File: config.mk
export PLATFORM = sky130hd
export DESIGN_NAME = ccr_ram
export DESIGN_NICKNAME = d
export VERILOG_FILES = /design/src/design/assert_macros.svh /design/src/design/ccr_ram.sv
export SDC_FILE = /design/constraint.sdc
export NUM_CORES = 1
export LEC_CHECK = 0
export BUFFER_PORTS_ARGS = -buffer_cell sky130_fd_sc_hd__buf_2
export CAP_MARGIN = 30
export CORE_MARGIN = 1
export CORE_UTILIZATION = 38
export CTS_CLUSTER_DIAMETER = 200
export DETAILED_ROUTE_END_ITERATION = 16
export GPL_TIMING_DRIVEN = 1
export REMOVE_ABC_BUFFERS = 1
export SYNTH_ARGS = -nofsm -noshare
export SYNTH_HDL_FRONTEND = slang
export SYNTH_SLANG_ARGS = --single-unit
export TNS_END_PERCENT = 10
File: constraint.sdc
create_clock -name clk -period 3 [get_ports clk]
set_input_delay 0.3 -clock clk [delete_from_list [all_inputs] [get_ports clk]]
set_output_delay 0.3 -clock clk [all_outputs]
set_load 0.005 [all_outputs]
File: src/design/assert_macros.svh
// Assertion macros used by the top-level RTL file to check its own behavior.
// Depends on nothing; include by bare file name inside a module body.
`ifndef ASSERT_MACROS_SVH
`define ASSERT_MACROS_SVH

// Same-cycle implication, disabled while reset is high.
`define CHK_NOW(lbl, clk, rst, ante, cons) \
  lbl: assert property (@(posedge clk) disable iff (rst) (ante) |-> (cons)) \
    else $error("same-cycle check failed");

// Next-cycle implication, disabled while reset is high.
`define CHK_NEXT(lbl, clk, rst, ante, cons) \
  lbl: assert property (@(posedge clk) disable iff (rst) (ante) |=> (cons)) \
    else $error("next-cycle check failed");

`endif

File: src/design/ccr_ram.sv
// Generic simple dual-port RAM: one write port, one registered read port.
// No dependencies.
module ccr_ram #(
  parameter int WIDTH = 8,
  parameter int DEPTH = 16
) (
  input  logic                     clk,
  input  logic                     we,
  input  logic [$clog2(DEPTH)-1:0] waddr,
  input  logic [WIDTH-1:0]         wdata,
  input  logic                     re,
  input  logic [$clog2(DEPTH)-1:0] raddr,
  output logic [WIDTH-1:0]         rdata
);
  logic [WIDTH-1:0] mem [DEPTH];

  always_ff @(posedge clk) begin
    if (we) mem[waddr] <= wdata;
    if (re) rdata <= mem[raddr];
  end
endmodule

Word level (Yosys, flattened, before mapping)
Memory sizes are Yosys's and may differ from the RTL's. A register that Yosys moved wholly into a read port is not among the register bits.
Index checks and enable logic that the tools add are counted.

word-level totals
  flip-flop bits (word level) = 0
  latch bits = 0
  memory bits (writable) = 128
  ROM bits = 0
  input port bits = 19
  output and inout port bits = 8
  logic and storage cells = 3
  memories kept = 1

cells by class
  $add $sub $neg = 0
  multipliers = 0
  div/mod/pow operators = 0
  order comparisons = 0
  equality and inequality tests = 0
  shifts and indexed selects = 0
  mux-type cells = 2
  bitwise gates (word level) = 0
  reductions and logical operators = 0

memory list
  name  words  bits a word  rd ports  clocked after Yosys merged registers in  write ports  line           text
  mem   16     8            1         1                                        1            ccr_ram.sv:15  logic [WIDTH-1:0] mem [DEPTH];

operators with widths
  cell    number
  $mux 1  2

Depth between registers and ports, before layout
  depth in word-level cells = 2
  gate-level depth with buffers = 5
  mapped depth without buffers = 3

Worst setup path before layout
OpenSTA, ideal clock, no wires.

  path type = input to register
  from = input waddr[2]
  to = memory mem[0][0] (enable)
  setup time = 0.383 ns
  arrival time = 1.410 ns
  required time = 2.617 ns
  slack = 1.207 ns
  stages = 2
  path buffers = 0
  cell sequence = or3b_2 > nor3_1

RTL lines
  what             line           text
  start, declared  ccr_ram.sv:9   input logic [$clog2(DEPTH)-1:0] waddr,
  end, declared    ccr_ram.sv:15

Straight into the memory's write port.

==> flow_summary.yaml <==
timing:
  rsz0062_at_grt: "no"
  post-route-period-util_pct: 56.7
  setup-violations-final: 0
  fin_ws_ns: 1.30
  whs_ns: 0.271
  fin_skew_ns: 0.00573
  maxSlewHeadroom_pct: 36.4
  drv_slew: 0
  fin_setup_tns_ns: 0
  fin_crit_ns: 1.70
  worst_pin_slew_ns: 0.950
  fmax_mhz: 588
  finalHoldViolCount: 0
clock_tree:
  cts_hold_buffers: 0
  post-cts-setup-buffer-count: 0
  htree_levels: 4
  clkTransAtPathRegs_ns: 0.05
  clk_path_buf_depth: 2
  cts.sinks: 136
  cts_root_buf: "clkbuf_16"
  cts_buffers: 17
  postCtsResizedCells: 0
  cts_tree: "built"
  clk_latency_ns: 0.40
route:
  avgRoutedWirePerCell_um: 22.0
  vias: 2441
  ant_nets: 0
  first_iter_violations: 177
  routed_via_density: 5.31
  drt_first_pass_iters: 4
  post-route-drc-count: 0
  routed_wl_um: 10100
die:
  dieArea_um2: 14200
  rows: 42
  die_x_um: 119
  core_area_um2: 13300
  ioPinCount: 27
  start_util_pct: 39.2
  die_h_um: 119
yosys:
  synth_area_leaders: "edfxtp_1 78%, mux4_2 7.8%, mux4_1 7.0%"
  yosysWarnings: 0
  netlist_area_um2: 5230
  synthDistinctLibCells: 18
  ys_ff_latch: 136
  syn_avg_cell_area_um2: 22.8
  seq_area_frac_synth_pct: 78.1
  synth_top_area_cell: "edfxtp_1"
  synth_top_area_share_pct: 78.1
  synthCells: 229
placement:
  place.port_buffers: 26
  placed_area_um2: 5560
  hpwl_um: 6240
  place_worst_setup_slack_ns: 0.857
  place_congestion: 0.720
layout:
  multi_input_area_um2: 1060
  final_cell_mix: "136 x edfxtp_1, 26 x buf_2, 18 x mux4_2, 17 x clkbuf_16, 16 x a22oi_1"
  mostFrequentLayoutCell: "edfxtp_1"
  design_area_um2: 6040
  nNetsFinal: 291
  seq_area_um2: 4080
  nFillCells: 1149
  drive_gt1_share_pct: 25.4
  diodes: 0
  syn_to_final_growth_pct: 15.6
power_and_ir_drop:
  p_leak_nw: 1.99
  powerDensity_nw_per_um2: 669
  irDropWorstVdd_mv: 0.423
  p_total_mw: 4.05
global_route:
  overflow: 0
  grt_pass1_vias: 2540
  antenna_found_initial: 0
  grt_max_degree: 33
  grt_use_total_pct: 15.5
  grt_pass1_wl_um: 15200
worst_setup_path:
  reg2reg_depth: 3
  start_kind: "primary input"
  cp.required_ns: 3.15
  crit_fanout: 19
  end_kind: "flip-flop"
  critPathLaunch: "raddr[0]"
  r2r-start: "mem[1][3]"
  worstPathArrival_ns: 1.85
  crit_type: "in -> reg"
run:
  drv_cap: 0
worst_hold_path:
  holdCritPathClass: "in -> reg"
  hold_depth: 1
  hold_start: "re"
outcome:
  status: "finished, final reports clean"
## flip-flops by register name, indices dropped and copies added, names as in the netlist
name   flops
mem      128
rdata      8
## where the power goes
| part | internal, mW | total [mW] | switching (mW) |
|---|---|---|---|
| logic | 0.0780 | 0.188 | 0.110 |
| registers | 2.14 | 2.15 | 0.0109 |
| clock network | 1.03 | 1.70 | 0.676 |
## per-stage QoR
step                      utilization, %  std cells
after floorplan                        -        219
after global placement              41.7        429
after detailed placement            41.7        429
after CTS                           45.3        460
after global routing                45.3        460
final                               45.3        460
## cell usage after synthesis
| library cell | instances |
|---|---|
| edfxtp_1 | 136 |
| clkdlybuf4s25_2 | 3 |
| nor2_1 | 13 |
| nand2_1 | 9 |
| a22oi_1 | 16 |
| nand2b_1 | 2 |
| nand3b_1 | 2 |
| nand3_1 | 1 |
| buf_6 | 3 |
| and2_1 | 1 |
| buf_4 | 1 |
| mux4_2 | 18 |
| nor3_1 | 4 |
| buf_2 | 3 |
| nor2b_1 | 1 |
| or3b_2 | 1 |
| mux4_1 | 14 |
| and2b_1 | 1 |
## cell type report
type / count / area share, %
clock buffers: 23 / 7.41
clock inverters: 8 / 0.538
multi-input cells: 83 / 17.5
flip-flops and latches: 136 / 67.6
well taps: 176 / 3.64
repair buffers: 34 / 3.35
## logic make-up (layout without fill, tap and decap cells)
group / Yosys count / in the layout / share of synthesized area, %
DFF: 136 / 136 / 78.1
and+or+nand+nor: 35 / 35 / 3.14
muxes: 32 / 32 / 14.8
AOI/OAI and AO/OA: 16 / 16 / 2.30
buffers and inverters: 10 / 65 / 1.65
## worst max-delay path, stage by stage
cell	delay, ns
buf_2	0.40
buf_12	0.26
mux4_1	0.57
a22oi_1	0.22
nand2_1	0.10
## metal layers
metal | up-vias | wire [um] | track usage, %
met1 | 1290 | 4420 | 20.8
met5 | - | 0 | 0
li1 | 1068 | - | -
met4 | 0 | 86 | 5.31
met2 | 78 | 5010 | 24.0
met3 | 5 | 616 | 4.84
## final timing paths
| check | to | slack [ns] |
|---|---|---|
| min reg2reg | rdata[2] | 0.75 |
| min | rdata[4] | 0.27 |
| max reg2reg | rdata[3] | 1.45 |
| max | rdata[0] | 1.30 |
Note: power is estimated with default switching activity, not from simulation.
