--- config.mk ---
export PLATFORM = sky130hd
export DESIGN_NAME = ccr_pick
export DESIGN_NICKNAME = d
export VERILOG_FILES = /design/src/design/assert_macros.svh /design/src/design/ccr_pkg.sv /design/src/design/ccr_pick.sv
export SDC_FILE = /design/constraint.sdc
export NUM_CORES = 1
export LEC_CHECK = 0
export ABC_AREA = 1
export BUFFER_PORTS_ARGS = -buffer_cell sky130_fd_sc_hd__buf_2
export CAP_MARGIN = 20
export CORE_AREA = 2 2 404 406
export DETAILED_ROUTE_END_ITERATION = 6
export DIE_AREA = 0 0 406 408
export PLACE_DENSITY = 0.3
export SETUP_SLACK_MARGIN = 0.4
export SLEW_MARGIN = 10
export SYNTH_ARGS = -nofsm -noshare
export SYNTH_HDL_FRONTEND = slang
export SYNTH_SLANG_ARGS = --single-unit
--- constraint.sdc ---
create_clock -name vclk -period 9.8
set_clock_uncertainty 0.05 [all_clocks]
set_input_delay 0.49 -clock vclk [all_inputs]
set_output_delay 0.49 -clock vclk [all_outputs]
set_load 0.02 [all_outputs]
--- src/design/assert_macros.svh ---
// Assertion macros used by the top-level RTL file to check its own behavior.
// Depends on nothing; include by bare file name inside a module body.
`ifndef ASSERT_MACROS_SVH
`define ASSERT_MACROS_SVH

// Same-cycle implication, disabled while reset is high.
`define CHK_NOW(lbl, clk, rst, ante, cons) \
  lbl: assert property (@(posedge clk) disable iff (rst) (ante) |-> (cons)) \
    else $error("same-cycle check failed");

// Next-cycle implication, disabled while reset is high.
`define CHK_NEXT(lbl, clk, rst, ante, cons) \
  lbl: assert property (@(posedge clk) disable iff (rst) (ante) |=> (cons)) \
    else $error("next-cycle check failed");

`endif

--- src/design/ccr_pkg.sv ---
// Shared constants, types and helper functions for the component counter.
// No dependencies; imported by ccr_if, ccr_pick and the top level.
package ccr_pkg;

  localparam int MAX_CITIES = 1024;
  localparam int IDX_W      = $clog2(MAX_CITIES);
  localparam int LVL_W      = IDX_W + 1;
  localparam int CITY_W     = 11;
  localparam int ROADS_W    = 10;
  localparam int LANE       = 32;
  localparam int LANE_W     = $clog2(LANE);
  localparam int GROUPS     = MAX_CITIES / LANE;
  localparam int GRP_W      = $clog2(GROUPS);
  localparam logic [CITY_W-1:0] NODE_RESET = CITY_W'(1024);
  localparam logic [ROADS_W-1:0] ROADS_MAX = '1;

  typedef logic [MAX_CITIES-1:0] row_t;

  typedef struct packed {
    logic             found;
    logic [IDX_W-1:0] idx;
  } pick_t;

  typedef enum logic [12:0] {
    S_CLEAR  = 13'b0000000000001,
    S_IDLE   = 13'b0000000000010,
    S_ADD_RA = 13'b0000000000100,
    S_ADD_WA = 13'b0000000001000,
    S_ADD_RB = 13'b0000000010000,
    S_ADD_WB = 13'b0000000100000,
    S_INIT   = 13'b0000001000000,
    S_SEEK   = 13'b0000010000000,
    S_PUSH   = 13'b0000100000000,
    S_POP    = 13'b0001000000000,
    S_POPW   = 13'b0010000000000,
    S_DONE   = 13'b0100000000000,
    S_SPARE  = 13'b1000000000000
  } state_t;

  // Lowest set bit of one lane.
  function automatic logic [LANE_W-1:0] ffs_lane(input logic [LANE-1:0] v);
    logic [LANE_W-1:0] r;
    r = '0;
    for (int i = LANE - 1; i >= 0; i--) begin
      if (v[i]) r = LANE_W'(i);
    end
    return r;
  endfunction

endpackage

--- src/design/ccr_pick.sv ---
// Find-first-set over a full city row: lane flags, then lane and bit select.
// Depends on ccr_pkg.
module ccr_pick (
  input  ccr_pkg::row_t  vec,
  output ccr_pkg::pick_t pick
);
  import ccr_pkg::*;

  logic [GROUPS-1:0] any;
  logic [GRP_W-1:0]  grp;
  logic [LANE-1:0]   lane;

  always_comb begin
    for (int g = 0; g < GROUPS; g++) begin
      any[g] = |vec[g*LANE +: LANE];
    end
  end

  assign grp        = GRP_W'(ffs_lane(LANE'(any)));
  assign lane       = vec[grp*LANE +: LANE];
  assign pick.found = |any;
  assign pick.idx   = {grp, ffs_lane(lane)};
endmodule

Word level (Yosys, flattened, before mapping). Cells that the tools add are included.

Register bits: 0. Bits in latches: 0. Memory bits (writable): 0. ROM bits: 0. Bits of input ports: 1024. Output and inout port bits: 11. Word-level logic and storage cells: 98. Memories: 0.

Add/sub/neg operators: 0. Multipliers: 0. Div/mod/pow operators: 0. Order comparisons: 0. Eq/ne operators: 0. Shift-type cells: 1. Mux-type cells: 64. Bitwise operators: 0. Reductions and logical operators: 33.

Operators with widths (number): 1024-bit OR reduction (1); 32-bit OR reduction (32); 1024-bit by 11-bit variable part select with 32-bit output (1); 5-bit two-way mux (64).

Longest topological paths before layout. Gate-level depths: netlist (run 1).

Word-level depth: 66. Gate-level depth with buffers: 77. Depth with buffers taken out: 76.

Least setup slack after synthesis (run 1). OpenSTA, ideal clock, no wires.

Path kind: in2out. Start: input vec[769]. End: output pick[2] (netlist name). Arrival: 4.969 ns. Data required time: 9.260 ns. Setup slack: 4.291 ns. Stages: 32. Buffers on the path: 8. Cells stage by stage: nor4_1 nand2_1 nor4_1 nand2_1 nor2_1 nor2_1 nor2_1 nor2_1 nor2_1 nor2_1 nor2_1 nor2_1 nor2_1 nor2_1 o21bai_1 nand3_1 inv_1 buf_2 buf_2 buf_2 buf_4 buf_2 buf_2 buf_2 clkbuf_1 o221ai_1 o211ai_1 nand3_1 nand2_1 nand2_1 nor2_2 a21boi_0.

RTL lines: start, declared (line ccr_pick.sv:4) `input ccr_pkg::row_t vec,`; end, declared (line ccr_pick.sv:5) `output ccr_pkg::pick_t pick`.

==> flow_summary.json, run 1 <==
{
  "portBuffers": 1035,
  "wl_per_cell_um": 33.0,
  "peakVddDrop_mv": 0.0163,
  "finalWirelength_mm": 186,
  "hold_slack_ns": 1.68,
  "ys_types": 51,
  "rsz0062_at_grt": "no",
  "min_from": "vec[34]",
  "dieArea_sq_um": 166000,
  "final.min_clock_period_ns": 8.08,
  "status": "completed",
  "drcViolationCount": 0,
  "placed_area_sq_um": 21000,
  "critPathMaxStageDelay_ns": 0.96,
  "hold_violations": 0,
  "postSynthCellCount": 2443,
  "start_util_pct": 7.94,
  "dp.final_hpwl_mm": 167,
  "fmax_ghz": 0.124,
  "clock_buffers": 0,
  "gp_congestion": 0.956,
  "grt_max_degree": 112,
  "ios": 1035,
  "min_path_cells": 7,
  "yosysWarningCount": 0,
  "start_kind": "input pin",
  "first_pass_iters": 5,
  "setup_tns_ns": 0,
  "area_growth_pct": 64.1,
  "final_nets": 4448,
  "cp_slowest_cell": "nor4_1",
  "postRouteAntennaNets": 0,
  "combPwrFrac_pct": 100.0,
  "post-place-ws_ns": 1.41,
  "die_w_um": 406,
  "fill_cells": 19400,
  "leakagePower_uw": 0.00872,
  "syn-cell-area_sq_um": 12800,
  "max-slew-margin-rel_pct": 22.6,
  "switching_share_pct": 59.6,
  "power.density_nw_per_um2": 27.9,
  "vias": 24300,
  "clockPowerShare_pct": 0,
  "required_ns": 9.26,
  "ctsHoldBuffers": 0,
  "end_kind": "output port",
  "cts_resized": 0,
  "grt_pass1_vias": 24400,
  "drive_gt1_share_pct": 36.4,
  "hold_path.class": "input pin to output port",
  "max-cap-violations": 0,
  "core.rowCount": 148,
  "p_sw_uw": 351,
  "timing.final.crit_share_pct": 82.5,
  "grt_usage_pct": 21.3,
  "crit_path_frequent_cell": "nand2_1",
  "grt_pass1_wl_mm": 237,
  "regArea_sq_um": 0,
  "drv_slew": 0,
  "via_per_inst": 4.31,
  "holdPathEnd": "pick[0]",
  "drtIter0Drc": 2269,
  "die-height_um": 408,
  "overflow": 0,
  "antenna_found_initial": 102,
  "setup_ws_ns": 1.72,
  "yosysSeqAreaShare_pct": 0,
  "synth_area_per_cell_sq_um": 5.25,
  "final_area_sq_um": 21100,
  "utilization_pct": 13.0,
  "core_area_sq_um": 162000,
  "worstSetupPathType": "input pin to output port",
  "finalSetupViolCount": 0,
  "cts_setup_buffers": 0,
  "p_int_uw": 238,
  "worst_pin_slew_ns": 1.15,
  "worstPathArrival_ns": 7.54,
  "power_frac_seq_pct": 0,
  "design.seq.count": 0,
  "crit_fanout": 50,
  "syn_nets": 3467
}
Yosys cell counts, drive strengths merged (2+ instances only):
library cell,n,share of area [%]
clkinv,2,0.059
nor4,215,11
mux2i,23,1.8
nand3,170,6.6
o21bai,33,1.9
o32a,16,1.2
nand2,450,13
o22ai,30,1.5
and2,2,0.098
o311ai,40,2.7
a311oi,4,0.37
a211oi,10,0.59
a32o,26,2.0
buf,131,8.0
o32ai,36,2.5
clkbuf,67,2.0
o31ai,3,0.18
o2111ai,9,0.61
nand4,58,2.8
or2,15,0.73
nand3b,11,0.64
nor2,536,16
inv,87,2.6
o21ai,240,9.4
nor3,20,0.90
nor3b,12,0.70
o221ai,35,2.4
a31oi,5,0.24
a21oi,68,2.7
o211ai,84,4.9
power groups by stage:
| stage | clock, uW | combinational, uW | sequential [uW] |
|---|---|---|---|
| finish | 0.000461 | 588 | 0 |
| global route | 0.000234 | 627 | 0 |
| CTS | 0 | 594 | 0 |
| detailed placement | 0 | 591 | 0 |
| global placement | 0 | 595 | 0 |
| floorplan | 0 | 130 | 0 |
layout by cell type, fill, tap and decap left out, types with 3 or more instances in the layout:
cell type / instances
buf_2: 1043
nor2_1: 532
nand2_1: 444
o21ai_0: 221
nor4_1: 179
nand3_1: 169
buf_4: 119
o211ai_1: 84
inv_1: 83
a21oi_1: 68
nand4_1: 58
nor4_2: 36
o32ai_1: 36
diode_2: 35
o221ai_1: 35
o21bai_1: 33
o22ai_1: 30
o311ai_0: 28
a32o_1: 26
mux2i_1: 23
o21ai_1: 19
nor3_1: 17
o32a_1: 16
buf_12: 15
o311ai_1: 12
nor3b_1: 12
or2_2: 11
nand3b_1: 11
a211oi_1: 10
o2111ai_1: 9
a31oi_1: 5
nor3_2: 3
nor2_2: 3
nand2_2: 3
o31ai_1: 3
cell type report:
class / count / area, sq um / share of cell area (%)
multi-input cells: 2156 / 11500 / 54.5
repair buffers: 1177 / 6410 / 30.5
well taps: 2175 / 2720 / 12.9
inverters: 89 / 360 / 1.71
diodes: 35 / 87.6 / 0.416
how the worst max path moves through the flow:
stage | slack [ns] | start | depth (start not counted) | to
floorplan | 4.29 | vec[769] | 32 | pick[2]
global placement | 1.10 | vec[897] | 66 | pick[0]
detailed placement | 1.41 | vec[796] | 64 | pick[0]
CTS | 1.37 | vec[796] | 64 | pick[0]
global route | 0.74 | vec[796] | 64 | pick[0]
finish | 1.72 | vec[609] | 49 | pick[0]
logic make-up after synthesis:
kind of cell / after synthesis / synth area share, %
multiplexers: 23 / 1.79
buffers and inverters: 287 / 12.5
AO/OA/AOI/OAI: 642 / 33.4
AND/OR/NAND/NOR: 1491 / 52.3
metal layers:
metal  global-route usage (%)  vias to the layer above  share of wire [%]
met2                     40.2                     1176                 52
met1                     25.4                    11800                 40
met3                     3.05                      208                5.5
met5                        0                        -               0.10
li1                         -                    11000                  -
met4                     4.06                       30                2.6
critical path, delay by kind of cell:
family,cells,cell delay [ns]
simple gates,42,4.76
compound gates,3,0.60
buf+inv,4,1.55
through the flow:
stage	instances	power, uW
after floorplan	2443	130
after global placement	5586	595
after detailed placement	5595	591
after CTS	5595	594
after global routing	5614	627
final	5632	588
Note: power is estimated with default switching activity, not from simulation.
==> run 2, diff against run 1 <==
--- a/config.mk
+++ b/config.mk
@@ -5,12 +5,12 @@
 export SDC_FILE = /design/constraint.sdc
 export NUM_CORES = 1
 export LEC_CHECK = 0
-export ABC_AREA = 1
+export ABC_AREA = 0
 export BUFFER_PORTS_ARGS = -buffer_cell sky130_fd_sc_hd__buf_2
 export CAP_MARGIN = 20
-export CORE_AREA = 2 2 404 406
+export CORE_AREA = 2 2 405 407
 export DETAILED_ROUTE_END_ITERATION = 6
-export DIE_AREA = 0 0 406 408
+export DIE_AREA = 0 0 407 409
 export PLACE_DENSITY = 0.3
 export SETUP_SLACK_MARGIN = 0.4
 export SLEW_MARGIN = 10
==> constraint.sdc (replaced) <==
create_clock -name vclk -period 8.25
set_clock_uncertainty 0.05 [all_clocks]
set_input_delay 0.4125 -clock vclk [all_inputs]
set_output_delay 0.4125 -clock vclk [all_outputs]
set_load 0.02 [all_outputs]
==> run 2 against run 1 <==
  * Design area decreased by 1.7%
  * Setup slack worse by 1.2 ns
  * Non-clock buffer count up 75
  * Wire length grew 8.4%
  * Area after synthesis shrank 11%
  * Core utilization down 0.25 points
  * Via count fell by 8.5%
  * Sequential cell count unchanged
  * Global-route usage up 1.6 points
  * Combinational power rose by 19%
  * Critical path depth fell by 29
  * First-iteration DRC count fell by 22%
  * Critical endpoint unchanged
  * Largest power group unchanged
==> flow_summary.json, run 2 <==
{
  "gp_congestion": 0.937,
  "rsz0062_at_grt": "no",
  "grt_usage_pct": 23.0,
  "max-slew-margin-rel_pct": 11.1,
  "portBuffers": 1035,
  "cp_slowest_cell": "nor3_1",
  "drive_gt1_share_pct": 45.5,
  "hold_violations": 0,
  "finalWirelength_mm": 201,
  "worst_pin_slew_ns": 1.32,
  "die-height_um": 409,
  "synth_top_cells_by_count": "nand2_1 (415), nor4_1 (281), mux2i_1 (192)",
  "end_kind": "output port",
  "yosysSeqAreaShare_pct": 0,
  "leakagePower_uw": 0.00798,
  "crit_fanout": 18,
  "start_kind": "input pin",
  "first_pass_iters": 5,
  "worstPathArrival_ns": 7.28,
  "crit_start": "vec[169]",
  "core_area_sq_um": 162000,
  "final.min_clock_period_ns": 7.74,
  "postSynthCellCount": 1804,
  "synth.area.top_cells": "mux2i_1 (17%), nor4_1 (15%), nand2_1 (14%)",
  "status": "completed",
  "power.density_nw_per_um2": 33.7,
  "final_nets": 3957,
  "min_path_cells": 7,
  "finalSetupViolCount": 0,
  "dp.final_hpwl_mm": 183,
  "core.rowCount": 148,
  "design.seq.count": 0,
  "vias": 22200,
  "clockPowerShare_pct": 0,
  "synth_area_per_cell_sq_um": 6.35,
  "grt_max_degree": 94,
  "dieArea_sq_um": 166000,
  "switching_share_pct": 60.6,
  "wl_per_cell_um": 39.2,
  "cp_num_buf_inv": 6,
  "clock_buffers": 0,
  "max-cap-violations": 0,
  "antenna_found_initial": 125,
  "ios": 1035,
  "combPwrFrac_pct": 100.0,
  "syn-cell-area_sq_um": 11500,
  "synth_top_area_share_pct": 16.8,
  "postRouteAntennaNets": 0,
  "layout_commonest_cell": "buf_2",
  "hold_path.class": "input pin to output port",
  "yosysWarningCount": 0,
  "post-synth-top-area-cell": "mux2i_1",
  "die_w_um": 407,
  "setup_tns_ns": 0,
  "path_cells": "buf_2, nor4_1, nand4_1, nor4_1, nand4_1, a211o_1, inv_1, o211ai_1, buf_12, nor3_1, a32oi_1, buf_4, nand4_1, buf_4, a21oi_1, or3_1, or4b_1, o21ai_1, a221oi_2, buf_2",
  "drv_slew": 0,
  "min_from": "vec[0]",
  "drtIter0Drc": 1780,
  "p_int_uw": 275,
  "regArea_sq_um": 0,
  "grt_pass1_wl_mm": 249,
  "required_ns": 7.79,
  "p_sw_uw": 423,
  "mostFrequentLayoutCells": "buf_2 (1,037), nand2_1 (415), nor4_1 (270)",
  "holdPathEnd": "pick[0]",
  "fill_cells": 19200,
  "fmax_ghz": 0.129,
  "multi_input_area_sq_um": 10800,
  "ys_types": 83,
  "overflow": 0,
  "drcViolationCount": 0,
  "crit_path_frequent_cell": "nand4_1",
  "yosysMostFrequentCell": "nand2_1",
  "power_frac_seq_pct": 0,
  "critical-path-top-delay-family": "simple AND/OR/NAND/NOR gates",
  "start_util_pct": 7.07,
  "area_growth_pct": 80.6,
  "utilization_pct": 12.8,
  "syn_nets": 2828,
  "via_per_inst": 4.32,
  "critPathMaxStageDelay_ns": 1.06,
  "grt_pass1_vias": 22700,
  "worstSetupPathType": "input pin to output port",
  "ctsHoldBuffers": 0,
  "peakVddDrop_mv": 0.0129,
  "timing.final.crit_share_pct": 93.9
}
==> run 2: changes by cell type after synthesis, moves of 32 or more <==
cell      previous run  this run
o211ai_1            84        16
inv_1               85         6
clkbuf_1            67        34
o21bai_1            33         1
o21ai_0            221        41
a32oi_1              0        42
nand2_1            447       415
nor4_1             214       281
o32ai_1             36         0
nand3_1            170       105
nor2_1             533        60
mux2i_1             23       192
a31oi_1              5        38
==> run 2: cell families (layout without fill, tap and decap cells) <==
family | count (synthesis) | count (layout) | share of synthesized area, %
AO/OA/AOI/OAI | 400 | 400 | 24.1
buffers and inverters | 135 | 1262 | 6.98
multiplexers | 229 | 229 | 22.8
other | 0 | 32 | 0
AND/OR/NAND/NOR | 1040 | 1040 | 46.1
==> run 2: tightest hold or removal path, stage by stage <==
cell      delay (ns)
buf_2           0.11
a221oi_1        0.09
o21ai_1         0.23
nor3_2          0.09
inv_1           0.07
a221oi_2        0.08
buf_2           0.17
==> run 2: final cells by class <==
class / count / share of cell area [%]
Antenna cell: 32 / 0.387
Multi-Input combinational cell: 1669 / 52.4
Timing Repair Buffer: 1252 / 33.8
Tap cell: 2175 / 13.1
Inverter: 10 / 0.272
==> run 2: how the worst max path moves through the flow <==
stage	to	slack [ns]	depth (start not counted)
final	pick[0]	0.51	20
after CTS	pick[0]	0.49	21
after global routing	pick[4]	0.41	22
after global placement	pick[0]	-0.76	19
after floorplan	pick[0]	3.30	21
after detailed placement	pick[0]	-0.34	21
==> run 2: metal layers <==
layer	vias to the layer above	wire length (um)	global-route usage [%]	part of all wire, %
met5	-	716	0	0.36
met4	114	2830	2.71	1.4
met3	235	13600	5.30	6.7
met2	1067	101000	41.3	50
met1	11100	83400	28.3	41
li1	9615	-	-	-
==> run 2: timing repair <==
action,4_1_cts,5_1_grt
pin swaps,1,1
setup endpoints to repair,5,3
endpoints found under the hold margin,0,0
setup buffers,0,1
resized for setup,8,3
==> run 2: power by group through the flow <==
| stage | Combinational (uW) | Clock (uW) | Sequential, uW |
|---|---|---|---|
| floorplan | 125 | 0 | 0 |
| global placement | 702 | 0 | 0 |
| detailed placement | 696 | 0 | 0 |
| CTS | 701 | 0 | 0 |
| global route | 729 | 0.000293 | 0 |
| finish | 697 | 0.000442 | 0 |
==> run 2: per-stage QoR <==
| stage | std cells | area [sq um] | hold WS, ns | power, uW | setup slack (ns) |
|---|---|---|---|---|---|
| after floorplan | 1804 | 11500 | 1.08 | 125 | 3.30 |
| after global placement | 5100 | 20500 | 1.68 | 702 | -0.765 |
| after detailed placement | 5105 | 20600 | 1.69 | 696 | -0.343 |
| after CTS | 5105 | 20600 | 1.67 | 701 | 0.493 |
| after global routing | 5124 | 20700 | 1.64 | 729 | 0.412 |
| final | 5138 | 20700 | 1.62 | 697 | 0.507 |
